--- src/rtl/umcd_pkg.sv ---
// ----------------------------------------------------------------------------
// umcd_pkg
// Shared types and codes for the configuration descriptor parser.
// ----------------------------------------------------------------------------
package umcd_pkg;

  localparam int BYTE_W    = 8;
  localparam int EP_NUM_W  = 4;
  localparam int STATUS_W  = 2;
  localparam int CFG_IDX_W = 2;

  // result status codes
  localparam logic [STATUS_W-1:0] STAT_OK       = 2'd0;
  localparam logic [STATUS_W-1:0] STAT_SIZE_ERR = 2'd1;
  localparam logic [STATUS_W-1:0] STAT_NO_IFACE = 2'd2;

  // configuration register indexes
  localparam logic [CFG_IDX_W-1:0] REG_WANT_CLASS    = 2'd0;
  localparam logic [CFG_IDX_W-1:0] REG_WANT_SUBCLASS = 2'd1;
  localparam logic [CFG_IDX_W-1:0] REG_WANT_PROTOCOL = 2'd2;

  localparam logic [BYTE_W-1:0] RST_WANT_CLASS    = 8'd8;
  localparam logic [BYTE_W-1:0] RST_WANT_SUBCLASS = 8'd6;
  localparam logic [BYTE_W-1:0] RST_WANT_PROTOCOL = 8'd80;

  // descriptor types
  localparam logic [BYTE_W-1:0] DT_INTERFACE = 8'd4;
  localparam logic [BYTE_W-1:0] DT_ENDPOINT  = 8'd5;

  // byte offsets within a descriptor
  localparam logic [BYTE_W-1:0] OFS_LENGTH   = 8'd0;
  localparam logic [BYTE_W-1:0] OFS_TYPE     = 8'd1;
  localparam logic [BYTE_W-1:0] OFS_EP_ADDR  = 8'd2;
  localparam logic [BYTE_W-1:0] OFS_EP_ATTR  = 8'd3;
  localparam logic [BYTE_W-1:0] OFS_EP_SIZE  = 8'd4;
  localparam logic [BYTE_W-1:0] OFS_IF_CLASS = 8'd5;
  localparam logic [BYTE_W-1:0] OFS_IF_SUB   = 8'd6;
  localparam logic [BYTE_W-1:0] OFS_IF_PROTO = 8'd7;

  localparam logic [BYTE_W-1:0] ATTR_XFER_MASK = 8'h03;
  localparam logic [BYTE_W-1:0] ATTR_BULK      = 8'd2;
  localparam int                EP_DIR_BIT     = 7;

  typedef struct packed {
    logic [BYTE_W-1:0] want_class;
    logic [BYTE_W-1:0] want_subclass;
    logic [BYTE_W-1:0] want_protocol;
  } cfg_t;

  typedef struct packed {
    logic                found;
    logic [EP_NUM_W-1:0] number;
    logic [BYTE_W-1:0]   size;
  } ep_t;

  typedef struct packed {
    logic [STATUS_W-1:0] status;
    ep_t                 ep_in;
    ep_t                 ep_out;
  } result_t;

endpackage

--- src/rtl/umcd_if.sv ---
// ----------------------------------------------------------------------------
// umcd channel interfaces
// Byte input, result output and register write channels.
// ----------------------------------------------------------------------------
interface umcd_in_if;
  logic                       valid;
  logic                       ready;
  logic [umcd_pkg::BYTE_W-1:0] data_byte;
  logic                       last_byte;

  modport source (output valid, data_byte, last_byte, input ready);
  modport sink   (input valid, data_byte, last_byte, output ready);
endinterface

interface umcd_out_if;
  logic                          valid;
  logic                          ready;
  logic [umcd_pkg::STATUS_W-1:0] status;
  logic                          in_found;
  logic [umcd_pkg::EP_NUM_W-1:0] in_ep_number;
  logic [umcd_pkg::BYTE_W-1:0]   in_packet_size;
  logic                          out_found;
  logic [umcd_pkg::EP_NUM_W-1:0] out_ep_number;
  logic [umcd_pkg::BYTE_W-1:0]   out_packet_size;

  modport source (output valid, status, in_found, in_ep_number, in_packet_size,
                  out_found, out_ep_number, out_packet_size, input ready);
  modport sink   (input valid, status, in_found, in_ep_number, in_packet_size,
                  out_found, out_ep_number, out_packet_size, output ready);
endinterface

interface umcd_cfg_if;
  logic                           valid;
  logic                           ready;
  logic [umcd_pkg::CFG_IDX_W-1:0] index;
  logic [umcd_pkg::BYTE_W-1:0]    data;

  modport source (output valid, index, data, input ready);
  modport sink   (input valid, index, data, output ready);
endinterface

--- src/rtl/umcd_parser.sv ---
// ----------------------------------------------------------------------------
// umcd_parser
// Per-byte descriptor walk: tracks offset and length, matches interfaces,
// records bulk endpoints and forms the result on the last byte.
// ----------------------------------------------------------------------------
module umcd_parser (
  input  logic                        clk,
  input  logic                        rst_n,
  input  logic                        take,
  input  logic [umcd_pkg::BYTE_W-1:0] data_byte,
  input  logic                        last_byte,
  input  umcd_pkg::cfg_t              cfg,
  output umcd_pkg::result_t           res_nxt
);

  localparam int W = umcd_pkg::BYTE_W;

  logic [W-1:0]   offset_r, offset_nxt;
  logic [W-1:0]   len_r, len_nxt;
  logic [W-1:0]   type_r, type_nxt;
  logic [W-1:0]   hold0_r, hold0_nxt;
  logic [W-1:0]   hold1_r, hold1_nxt;
  logic           good_r, good_nxt;
  logic           err_r, err_nxt;
  umcd_pkg::ep_t  ep_in_r, ep_in_nxt;
  umcd_pkg::ep_t  ep_out_r, ep_out_nxt;
  logic [W-1:0]   len_eff;
  logic [W:0]     offset_inc;
  logic           err_fin;
  umcd_pkg::ep_t  ep_new;

  always_comb begin
    offset_nxt = offset_r;
    len_nxt    = len_r;
    type_nxt   = type_r;
    hold0_nxt  = hold0_r;
    hold1_nxt  = hold1_r;
    good_nxt   = good_r;
    err_nxt    = err_r;
    ep_in_nxt  = ep_in_r;
    ep_out_nxt = ep_out_r;
    len_eff    = (offset_r == umcd_pkg::OFS_LENGTH) ? data_byte : len_r;
    offset_inc = {1'b0, offset_r} + {{W{1'b0}}, 1'b1};
    ep_new.found  = 1'b1;
    ep_new.number = hold0_r[umcd_pkg::EP_NUM_W-1:0];
    ep_new.size   = data_byte;

    if (!err_r) begin
      if (offset_r == umcd_pkg::OFS_LENGTH) begin
        len_nxt  = data_byte;
        type_nxt = '0;
        if (data_byte == '0) begin
          err_nxt = 1'b1;
        end
      end else if (offset_r == umcd_pkg::OFS_TYPE) begin
        type_nxt = data_byte;
        if (data_byte == umcd_pkg::DT_INTERFACE) begin
          good_nxt = 1'b0;
        end
      end else if (type_r == umcd_pkg::DT_INTERFACE) begin
        if (offset_r == umcd_pkg::OFS_IF_CLASS) begin
          hold0_nxt = data_byte;
        end else if (offset_r == umcd_pkg::OFS_IF_SUB) begin
          hold1_nxt = data_byte;
        end else if (offset_r == umcd_pkg::OFS_IF_PROTO) begin
          good_nxt = (hold0_r == cfg.want_class) && (hold1_r == cfg.want_subclass) &&
                     (data_byte == cfg.want_protocol);
        end
      end else if (type_r == umcd_pkg::DT_ENDPOINT) begin
        if (offset_r == umcd_pkg::OFS_EP_ADDR) begin
          hold0_nxt = data_byte;
        end else if (offset_r == umcd_pkg::OFS_EP_ATTR) begin
          hold1_nxt = data_byte;
        end else if (offset_r == umcd_pkg::OFS_EP_SIZE) begin
          if (good_r && ((hold1_r & umcd_pkg::ATTR_XFER_MASK) == umcd_pkg::ATTR_BULK)) begin
            if (hold0_r[umcd_pkg::EP_DIR_BIT]) begin
              ep_in_nxt = ep_new;
            end else begin
              ep_out_nxt = ep_new;
            end
          end
        end
      end
      // a zero length byte leaves the offset where it is
      if (!err_nxt) begin
        if (offset_inc >= {1'b0, len_eff}) begin
          offset_nxt = '0;
        end else begin
          offset_nxt = offset_inc[W-1:0];
        end
      end
    end

    // descriptor still open at the end of the set is an overrun
    err_fin = err_nxt || (offset_nxt != '0);
    res_nxt.status = err_fin ? umcd_pkg::STAT_SIZE_ERR :
                     (good_nxt ? umcd_pkg::STAT_OK : umcd_pkg::STAT_NO_IFACE);
    res_nxt.ep_in  = ep_in_nxt;
    res_nxt.ep_out = ep_out_nxt;
  end

  always_ff @(posedge clk) begin
    if (!rst_n || (take && last_byte)) begin
      offset_r <= '0;
      len_r    <= '0;
      type_r   <= '0;
      hold0_r  <= '0;
      hold1_r  <= '0;
      good_r   <= 1'b0;
      err_r    <= 1'b0;
      ep_in_r  <= '0;
      ep_out_r <= '0;
    end else if (take) begin
      offset_r <= offset_nxt;
      len_r    <= len_nxt;
      type_r   <= type_nxt;
      hold0_r  <= hold0_nxt;
      hold1_r  <= hold1_nxt;
      good_r   <= good_nxt;
      err_r    <= err_nxt;
      ep_in_r  <= ep_in_nxt;
      ep_out_r <= ep_out_nxt;
    end
  end

endmodule

--- src/rtl/usb_msc_config_descriptor_parser.sv ---
// ----------------------------------------------------------------------------
// usb_msc_config_descriptor_parser
// Walks a configuration descriptor set byte by byte and reports the bulk
// endpoints of the matching mass-storage interface on the last byte.
//
//   channel   dir  beat
//   in_bus    in   data_byte, last_byte
//   out_bus   out  status, IN endpoint, OUT endpoint (one beat per set)
//   cfg_bus   in   index, data (want_class, want_subclass, want_protocol)
//
// One byte per cycle; the parse state updates in the cycle a byte is taken.
// The result is registered in the output register when the last byte is taken.
// in_bus stalls only while a result waits in the output register and
// out_bus.ready is low. cfg_bus is always ready.
// Synchronous active-low reset clears parse state and loads register defaults.
// ----------------------------------------------------------------------------
module usb_msc_config_descriptor_parser (
  input  logic       clk,
  input  logic       rst_n,
  umcd_in_if.sink    in_bus,
  umcd_out_if.source out_bus,
  umcd_cfg_if.sink   cfg_bus
);

  umcd_pkg::cfg_t    cfg_r;
  umcd_pkg::result_t res_nxt;
  umcd_pkg::result_t res_r;
  logic              out_valid_r;
  logic              take;

  assign in_bus.ready  = !out_valid_r || out_bus.ready;
  assign take          = in_bus.valid && in_bus.ready;
  assign cfg_bus.ready = 1'b1;

  always_ff @(posedge clk) begin
    if (!rst_n) begin
      cfg_r.want_class    <= umcd_pkg::RST_WANT_CLASS;
      cfg_r.want_subclass <= umcd_pkg::RST_WANT_SUBCLASS;
      cfg_r.want_protocol <= umcd_pkg::RST_WANT_PROTOCOL;
    end else if (cfg_bus.valid) begin
      unique case (cfg_bus.index)
        umcd_pkg::REG_WANT_CLASS:    cfg_r.want_class    <= cfg_bus.data;
        umcd_pkg::REG_WANT_SUBCLASS: cfg_r.want_subclass <= cfg_bus.data;
        umcd_pkg::REG_WANT_PROTOCOL: cfg_r.want_protocol <= cfg_bus.data;
        default: ;
      endcase
    end
  end

  umcd_parser u_parser (
    .clk       (clk),
    .rst_n     (rst_n),
    .take      (take),
    .data_byte (in_bus.data_byte),
    .last_byte (in_bus.last_byte),
    .cfg       (cfg_r),
    .res_nxt   (res_nxt)
  );

  // hold the result until the sink takes it
  always_ff @(posedge clk) begin
    if (!rst_n) begin
      out_valid_r <= 1'b0;
    end else if (take && in_bus.last_byte) begin
      out_valid_r <= 1'b1;
    end else if (out_bus.ready) begin
      out_valid_r <= 1'b0;
    end
  end

  always_ff @(posedge clk) begin
    if (take && in_bus.last_byte) begin
      res_r <= res_nxt;
    end
  end

  assign out_bus.valid           = out_valid_r;
  assign out_bus.status          = res_r.status;
  assign out_bus.in_found        = res_r.ep_in.found;
  assign out_bus.in_ep_number    = res_r.ep_in.number;
  assign out_bus.in_packet_size  = res_r.ep_in.size;
  assign out_bus.out_found       = res_r.ep_out.found;
  assign out_bus.out_ep_number   = res_r.ep_out.number;
  assign out_bus.out_packet_size = res_r.ep_out.size;

  a_no_take_when_full: assert property (@(posedge clk) disable iff (!rst_n)
    !(take && out_valid_r && !out_bus.ready))
    else $error("byte taken while result stalled");

  a_result_from_last: assert property (@(posedge clk) disable iff (!rst_n)
    $rose(out_valid_r) |-> $past(take && in_bus.last_byte))
    else $error("result without a last byte");

  a_status_code: assert property (@(posedge clk) disable iff (!rst_n)
    out_valid_r |-> (res_r.status == umcd_pkg::STAT_OK ||
                     res_r.status == umcd_pkg::STAT_SIZE_ERR ||
                     res_r.status == umcd_pkg::STAT_NO_IFACE))
    else $error("status code out of range");

endmodule

--- src/flat_wrapper.sv ---
// flat-port wrapper written by rule: the top's interface ports become plain ports
module usb_msc_config_descriptor_parser_flat 
  (clk, rst_n, in_bus_valid, in_bus_data_byte, in_bus_last_byte, in_bus_ready, out_bus_valid, out_bus_status, out_bus_in_found, out_bus_in_ep_number, out_bus_in_packet_size, out_bus_out_found, out_bus_out_ep_number, out_bus_out_packet_size, out_bus_ready, cfg_bus_valid, cfg_bus_index, cfg_bus_data, cfg_bus_ready);
  umcd_in_if in_bus_i ();
  umcd_out_if out_bus_i ();
  umcd_cfg_if cfg_bus_i ();
  input  logic clk;
  input  logic rst_n;
  input wire logic [$bits(in_bus_i.valid)-1:0] in_bus_valid;
  input wire logic [$bits(in_bus_i.data_byte)-1:0] in_bus_data_byte;
  input wire logic [$bits(in_bus_i.last_byte)-1:0] in_bus_last_byte;
  output wire logic [$bits(in_bus_i.ready)-1:0] in_bus_ready;
  output wire logic [$bits(out_bus_i.valid)-1:0] out_bus_valid;
  output wire logic [$bits(out_bus_i.status)-1:0] out_bus_status;
  output wire logic [$bits(out_bus_i.in_found)-1:0] out_bus_in_found;
  output wire logic [$bits(out_bus_i.in_ep_number)-1:0] out_bus_in_ep_number;
  output wire logic [$bits(out_bus_i.in_packet_size)-1:0] out_bus_in_packet_size;
  output wire logic [$bits(out_bus_i.out_found)-1:0] out_bus_out_found;
  output wire logic [$bits(out_bus_i.out_ep_number)-1:0] out_bus_out_ep_number;
  output wire logic [$bits(out_bus_i.out_packet_size)-1:0] out_bus_out_packet_size;
  input wire logic [$bits(out_bus_i.ready)-1:0] out_bus_ready;
  input wire logic [$bits(cfg_bus_i.valid)-1:0] cfg_bus_valid;
  input wire logic [$bits(cfg_bus_i.index)-1:0] cfg_bus_index;
  input wire logic [$bits(cfg_bus_i.data)-1:0] cfg_bus_data;
  output wire logic [$bits(cfg_bus_i.ready)-1:0] cfg_bus_ready;
  assign in_bus_i.valid = in_bus_valid;
  assign in_bus_i.data_byte = in_bus_data_byte;
  assign in_bus_i.last_byte = in_bus_last_byte;
  assign in_bus_ready = in_bus_i.ready;
  assign out_bus_valid = out_bus_i.valid;
  assign out_bus_status = out_bus_i.status;
  assign out_bus_in_found = out_bus_i.in_found;
  assign out_bus_in_ep_number = out_bus_i.in_ep_number;
  assign out_bus_in_packet_size = out_bus_i.in_packet_size;
  assign out_bus_out_found = out_bus_i.out_found;
  assign out_bus_out_ep_number = out_bus_i.out_ep_number;
  assign out_bus_out_packet_size = out_bus_i.out_packet_size;
  assign out_bus_i.ready = out_bus_ready;
  assign cfg_bus_i.valid = cfg_bus_valid;
  assign cfg_bus_i.index = cfg_bus_index;
  assign cfg_bus_i.data = cfg_bus_data;
  assign cfg_bus_ready = cfg_bus_i.ready;
  usb_msc_config_descriptor_parser u_core (.clk(clk), .rst_n(rst_n), .in_bus(in_bus_i), .out_bus(out_bus_i), .cfg_bus(cfg_bus_i));
endmodule
--- config.mk ---
export PLATFORM = sky130hd
export DESIGN_NAME = usb_msc_config_descriptor_parser_flat
export DESIGN_NICKNAME = d
export VERILOG_FILES = /design/src/rtl/umcd_pkg.sv /design/src/rtl/umcd_if.sv /design/src/rtl/umcd_parser.sv /design/src/rtl/usb_msc_config_descriptor_parser.sv /design/src/flat_wrapper.sv
export SDC_FILE = /design/constraint.sdc
export NUM_CORES = 1
export LEC_CHECK = 0
export BUFFER_PORTS_ARGS = -buffer_cell sky130_fd_sc_hd__buf_2
export CAP_MARGIN = 20
export CORE_MARGIN = 1
export CORE_UTILIZATION = 31
export CTS_CLUSTER_DIAMETER = 100
export DETAILED_ROUTE_END_ITERATION = 10
export HOLD_SLACK_MARGIN = 0.08
export PLACE_DENSITY_LB_ADDON = 0.25
export SYNTH_ARGS = -nofsm -noshare
export SYNTH_HDL_FRONTEND = slang
export SYNTH_SLANG_ARGS = --single-unit
export TNS_END_PERCENT = 100
--- constraint.sdc ---
create_clock -name clk -period 4.3 [get_ports clk]
set_clock_uncertainty 0.1 [all_clocks]
set_input_delay 0.215 -clock clk [delete_from_list [all_inputs] [get_ports clk]]
set_output_delay 0.215 -clock clk [all_outputs]
set_load 0.01 [all_outputs]
==> summary.txt, run 1 <==
crit path max-delay cell type - nor4_4
Hold Vio Cnt, Final - 0
failing checks - DRC
Fill cells - 1,774
synth cell count leaders - 93 x dfxtp_1, 61 x nand2_1, 48 x nor2_1
# H-tree levels - 4
Top FF cell, synth - dfxtp_1
Port Buffers - 53
vias in the first global route - 4,163
die footprint - 0.0191 mm^2
mean post-synth cell area - 9.95 um^2
Crit. End Element - flip-flop
Sw Ratio - 0.233
sequential area share after synthesis - 0.469
initial antenna violation count - 0
Async SR Flop Fraction - 0
top post-synthesis cells by area - dfxtp_1 32%, edfxtp_1 15%, mux2i_1 7.8%
total gr overflow - 0
worst hold path type - in -> reg
Buf+Inv Stages, Crit Path - 1
outcome - finished, violations left
DRC Markers - 13
max-cap violations - 0
Layout Nets - 659
Net Count, Synth - 615
cts repair resizes - 0
Die Height - 138 um
final period utilization - 0.805
via count - 4,363
Syn. warnings - 0
Crit Path Max Fanout - 13
fin worst setup slack - 0.837 ns
combinational fraction of design power - 0.084
Total Wirelength - 14,000 um
power per cell area - 409 mW/mm^2
Critical Path Max Stage Delay - 0.60 ns
final setup TNS - 0 ns
Clock Power Share - 0.485
register clock-pin slew on the reported worst setup and hold paths - 0.06 ns
Synth top area share - 0.323
share of cells above drive strength 1 - 0.198
IO Pins - 55
clk buf depth - 2
endpoints failing setup - 0
core area - 0.0181 mm^2
Area Growth Syn to Fin - 18.9%
DP Worst Slack - 0.894 ns
ant diodes - 0
maximum vdd drop - 0.294 mV
CTS tree - built
family with the most delay on the worst path - simple AND/OR/NAND/NOR gates
final instance area - 0.00685 mm^2
critical path startpoint category - flip-flop
NetSw - 654 uW
FF+latch count, synth - 121
row count - 49
critical path class - reg -> reg
Crit path required time - 4.37 ns
dpl hpwl - 9500 um
Post-CTS Hold Fix Bufs - 13
RSZ-0062 raised after global routing - no
Cell Area, Synth - 0.00576 mm^2
Die Wd - 138 um
cell breakdown of the critical path - nor4_4 > nand3_2 > mux2_2 > ha_1 > nand2b_1 > a2111o_1 > a211oi_1 > buf_4 > o41ai_1 > and4b_1
worst-margin pin slew - 1.02 ns
total CTS buffers - 17
first-pass GRT wire length - 22,700 um
Initial Util - 0.318
CTS Root Buffer Type - clkbuf_16
Final min period - 3.46 ns
Mapped Cells - 579
Reg power frac - 0.431
clk sink count - 121
total design power - 2800 uW
leakage - 0.00268 uW
vias per inst - 5.04
Initial DRC Count - 313
routed len/inst - 16.1 um
cell-internal power - 2150 uW
Slew Limit Fails - 0
clock latency on the worst-skew pair - 0.41 ns
gr usage total - 0.151
DP Area - 0.00613 mm^2
fmax - 289 MHz
setup bufs post-CTS - 0
Relative slew margins - 0.318
GPL Wtd Cong - 0.835
Final ANT Viol Nets - 0
Detailed Routing Iterations Pass 1 - 8
cell with the most instances after synthesis - dfxtp_1
WP data arrival - 3.53 ns
post-synth top area cell - dfxtp_1
largest net degree at the start of global routing - 35
EDFF count, synth - 28
Synth cell types - 60
-- logic make-up after synthesis --
family                   share of synthesized area
AND/OR/NAND/NOR                              0.178
flip-flops                                   0.469
AO/OA/AOI/OAI                               0.0971
multiplexers                                 0.135
buffers and inverters                       0.0467
XOR/XNOR                                    0.0471
adder cells (fa/ha/maj)                     0.0261
other                                     0.000651
-- cell type report --
type                    count  area, um^2  area share
clock buffers              21         460      0.0673
clock inverters            11         104      0.0152
inverters                  10        37.5     0.00548
multi-input cells         401        2800       0.409
flip-flops and latches    121        2700       0.395
well taps                 229         287      0.0418
repair buffers             72         453      0.0662
-- tightest hold or removal path: cells and delay by family --
kind | cells | cell delay (ns)
buf+inv | 1 | 0.19
simple gates | 1 | 0.09
compound gates | 1 | 0.07
-- per-layer routing --
layer | part of all wire | GRT usage
met3 | 0.046 | 0.0367
met5 | 0 | 0
met2 | 0.44 | 0.228
met1 | 0.50 | 0.206
met4 | 0.018 | 0.0615
-- sequential cells by signal (all words and copies together), names as in the netlist, 2 cells and up --
| signal | flops |
|---|---|
| u_core.out_bus.in_packet_size | 8 |
| u_core.u_parser.hold1_r | 8 |
| u_core.u_parser.ep_in_r | 13 |
| u_core.out_bus.in_ep_number | 4 |
| u_core.u_parser.len_r | 8 |
| u_core.u_parser.offset_r | 8 |
| u_core.cfg_r | 24 |
| u_core.out_bus.out_packet_size | 8 |
| u_core.u_parser.type_r | 8 |
| u_core.u_parser.hold0_r | 8 |
| u_core.out_bus.status | 2 |
| u_core.u_parser.ep_out_r | 13 |
| u_core.out_bus.out_ep_number | 4 |
-- power groups by stage --
stage | logic (uW) | clock network [uW] | registers, uW
2_1_floorplan | 151 | 0 | 1230
3_3_place_gp | 219 | 0 | 1230
3_5_place_dp | 225 | 0 | 1230
4_1_cts | 235 | 1380 | 1210
5_1_grt | 260 | 1440 | 1210
6_report | 237 | 1360 | 1210
-- layout by cell type, fill, tap and decap left out, drive strengths merged, types with 7 or more instances in the layout --
master / synthesis / final
nor3: 7 / 7
a211oi: 8 / 8
nand3: 31 / 31
clkinv: 0 / 9
inv: 10 / 10
mux2: 26 / 26
o21ai: 23 / 23
a21oi: 27 / 27
clkbuf: 36 / 21
nor2: 48 / 48
ha: 12 / 12
dfxtp: 93 / 93
a31o: 8 / 8
mux2i: 45 / 45
xnor2: 18 / 18
buf: 11 / 59
nand4: 18 / 18
xor2: 13 / 13
edfxtp: 28 / 28
nand2: 61 / 61
dlygate4sd3: 0 / 13
-- stage by stage --
stage | util | hold slack [ns] | std cells
after floorplan | - | 0.240 | 579
after global placement | 0.339 | 0.333 | 819
after detailed placement | 0.339 | 0.341 | 819
after CTS | 0.377 | 0.0855 | 864
after global routing | 0.379 | 0.0962 | 865
final | 0.379 | 0.102 | 865
-- path summary, 6_finish.rpt --
path	start	to	slack (ns)	cells after the start
hold / removal	in_bus_data_byte[1]	u_core.u_parser.ep_out_r[1]	0.10	3
setup reg to reg	u_core.u_parser.offset_r[4]	u_core.out_bus.status[1]	0.84	10
setup / recovery	u_core.u_parser.offset_r[4]	u_core.out_bus.status[1]	0.84	10
hold reg to reg	u_core.u_parser.type_r[1]	u_core.u_parser.type_r[1]	0.35	2
Note: power is estimated with default switching activity, not from simulation.
==> run 2: changes to the inputs <==
Clock period 4.3 ns to 3.5 ns, I/O delays scaled along.
==> summary.txt, run 2 (synthesis gave the netlist of run 1 again) <==
outcome - finished, violations left
failing checks - DRC
HP Start - in_bus_data_byte[2]
Hold Vio Cnt, Final - 0
max-cap violations - 0
most flop-heavy register - u_core.cfg_r
Initial DRC Count - 388
end of the critical path - u_core.out_bus.status[1]
Total Wirelength - 14,100 um
gr usage total - 0.154
worst-margin pin slew - 1.06 ns
maximum vdd drop - 0.344 mV
worst r2r src - u_core.u_parser.offset_r[1]
ant diodes - 0
CTS Root Buffer Type - clkbuf_16
Crit. End Element - flip-flop
final instance area - 0.00693 mm^2
fin worst setup slack - 0.231 ns
Crit path required time - 3.57 ns
DP Area - 0.00621 mm^2
register clock-pin slew on the reported worst setup and hold paths - 0.06 ns
critical path startpoint category - flip-flop
Layout Nets - 672
final setup TNS - 0 ns
commonest cells after routing, fill and taps aside - 93 x dfxtp_1, 61 x nand2_1, 53 x buf_2, 48 x nor2_1, 45 x mux2i_1
RSZ-0062 raised after global routing - no
Die Height - 138 um
Final Instance Count excl. Fillers - 878
Port Buffers - 53
Final min period - 3.27 ns
via count - 4,401
core area - 0.0181 mm^2
Die Wd - 138 um
initial antenna violation count - 0
critical path class - reg -> reg
Final ANT Viol Nets - 0
fmax - 306 MHz
row count - 49
Relative slew margins - 0.291
worst hold path type - in -> reg
vias in the first global route - 4,192
Reg2Reg Depth - 11
Inst Count DP - 828
# H-tree levels - 4
first-pass GRT wire length - 22,900 um
CTS tree - built
R2R setup slack - 0.23 ns
Initial Util - 0.318
WP data arrival - 3.34 ns
clock latency on the worst-skew pair - 0.42 ns
final period utilization - 0.934
DRC Markers - 14
max reg flops - 24
Reg-to-Reg End - u_core.out_bus.status[1]
routed len/inst - 16.0 um
total CTS buffers - 17
Detailed Routing Iterations Pass 1 - 8
IO Pins - 55
largest registers - u_core.cfg_r (24), u_core.u_parser.ep_in_r (13), u_core.u_parser.ep_out_r (13)
largest net degree at the start of global routing - 36
Crit Path Max Fanout - 18
share of cells above drive strength 1 - 0.206
power per cell area - 488 mW/mm^2
commonest non-fill, non-tap cell in the layout - dfxtp_1
clk buf depth - 2
die footprint - 0.0191 mm^2
leakage - 0.00272 uW
post-layout util - 0.383
total gr overflow - 0
cts repair resizes - 0
clk sink count - 121
Setup crit start - u_core.u_parser.offset_r[1]
vias per inst - 5.01
dpl hpwl - 9780 um
DP Worst Slack - 0.322 ns
GPL Wtd Cong - 0.828
Slew Limit Fails - 0
endpoints failing setup - 0
Area Growth Syn to Fin - 20.4%
-- run 2: cell count changes in the layout (fill, tap and decap cells not counted) --
cell / before / now
bufinv_16: 2 / 1
dlygate4sd3_1: 13 / 18
buf_4: 5 / 13
clkinvlp_4: 0 / 2
clkinv_4: 1 / 0
-- run 2: where the power goes --
part / internal [uW] / switching, uW
Clock: 995 / 601
Combinational: 116 / 189
Sequential: 1460 / 17.1
-- run 2: critical path: stages, from the launching register on --
cell and delay [ns]:
dfxtp_1 0.45, inv_1 0.10, ha_1 0.27, nand3_2 0.10
buf_4 0.25, mux2i_1 0.30, ha_1 0.28, a2111o_1 0.37
a211oi_1 0.22, buf_4 0.23, o41ai_1 0.13, and4b_1 0.22
-- run 2: routing by layer --
metal / global-route usage / up-vias / part of all wire
li1: - / 2182 / -
met1: 0.207 / 2097 / 0.49
met2: 0.238 / 101 / 0.45
met3: 0.0381 / 21 / 0.045
met4: 0.0615 / 0 / 0.017
met5: 0 / - / 0
-- run 2: stage by stage --
stage	total power, uW	hold slack, ns
floorplan	1700	0.200
global placement	1790	0.323
detailed placement	1800	0.322
CTS	3410	0.0837
global route	3510	0.111
finish	3380	0.0925
-- run 2: cell type report --
cell class / instances / area (um^2)
Timing Repair Buffer: 85 / 563
Tap cell: 229 / 287
Multi-Input combinational cell: 401 / 2800
Clock buffer: 21 / 460
Fill cell: 1775 / 11200
Sequential cell: 121 / 2700
Inverter: 10 / 37.5
Clock inverter: 11 / 80.1
-- run 2: worst min-delay path by stage --
stage                                       endpoint  slack [ns]  depth (start not counted)
after global placement              u_core.cfg_r[10]        0.32                          3
after detailed placement             u_core.cfg_r[6]        0.32                          3
after floorplan                     u_core.cfg_r[10]        0.20                          2
after CTS                 u_core.u_parser.hold0_r[2]        0.08                          3
final                     u_core.u_parser.hold0_r[2]        0.09                          3
after global routing       u_core.u_parser.type_r[4]        0.11                          3
-- run 2: repair_timing --
action	4_1_cts	5_1_grt
setup buffers	0	0
hold endpoints to repair	43	0
endpoints found under the setup margin	0	0
hold buffers	18	0
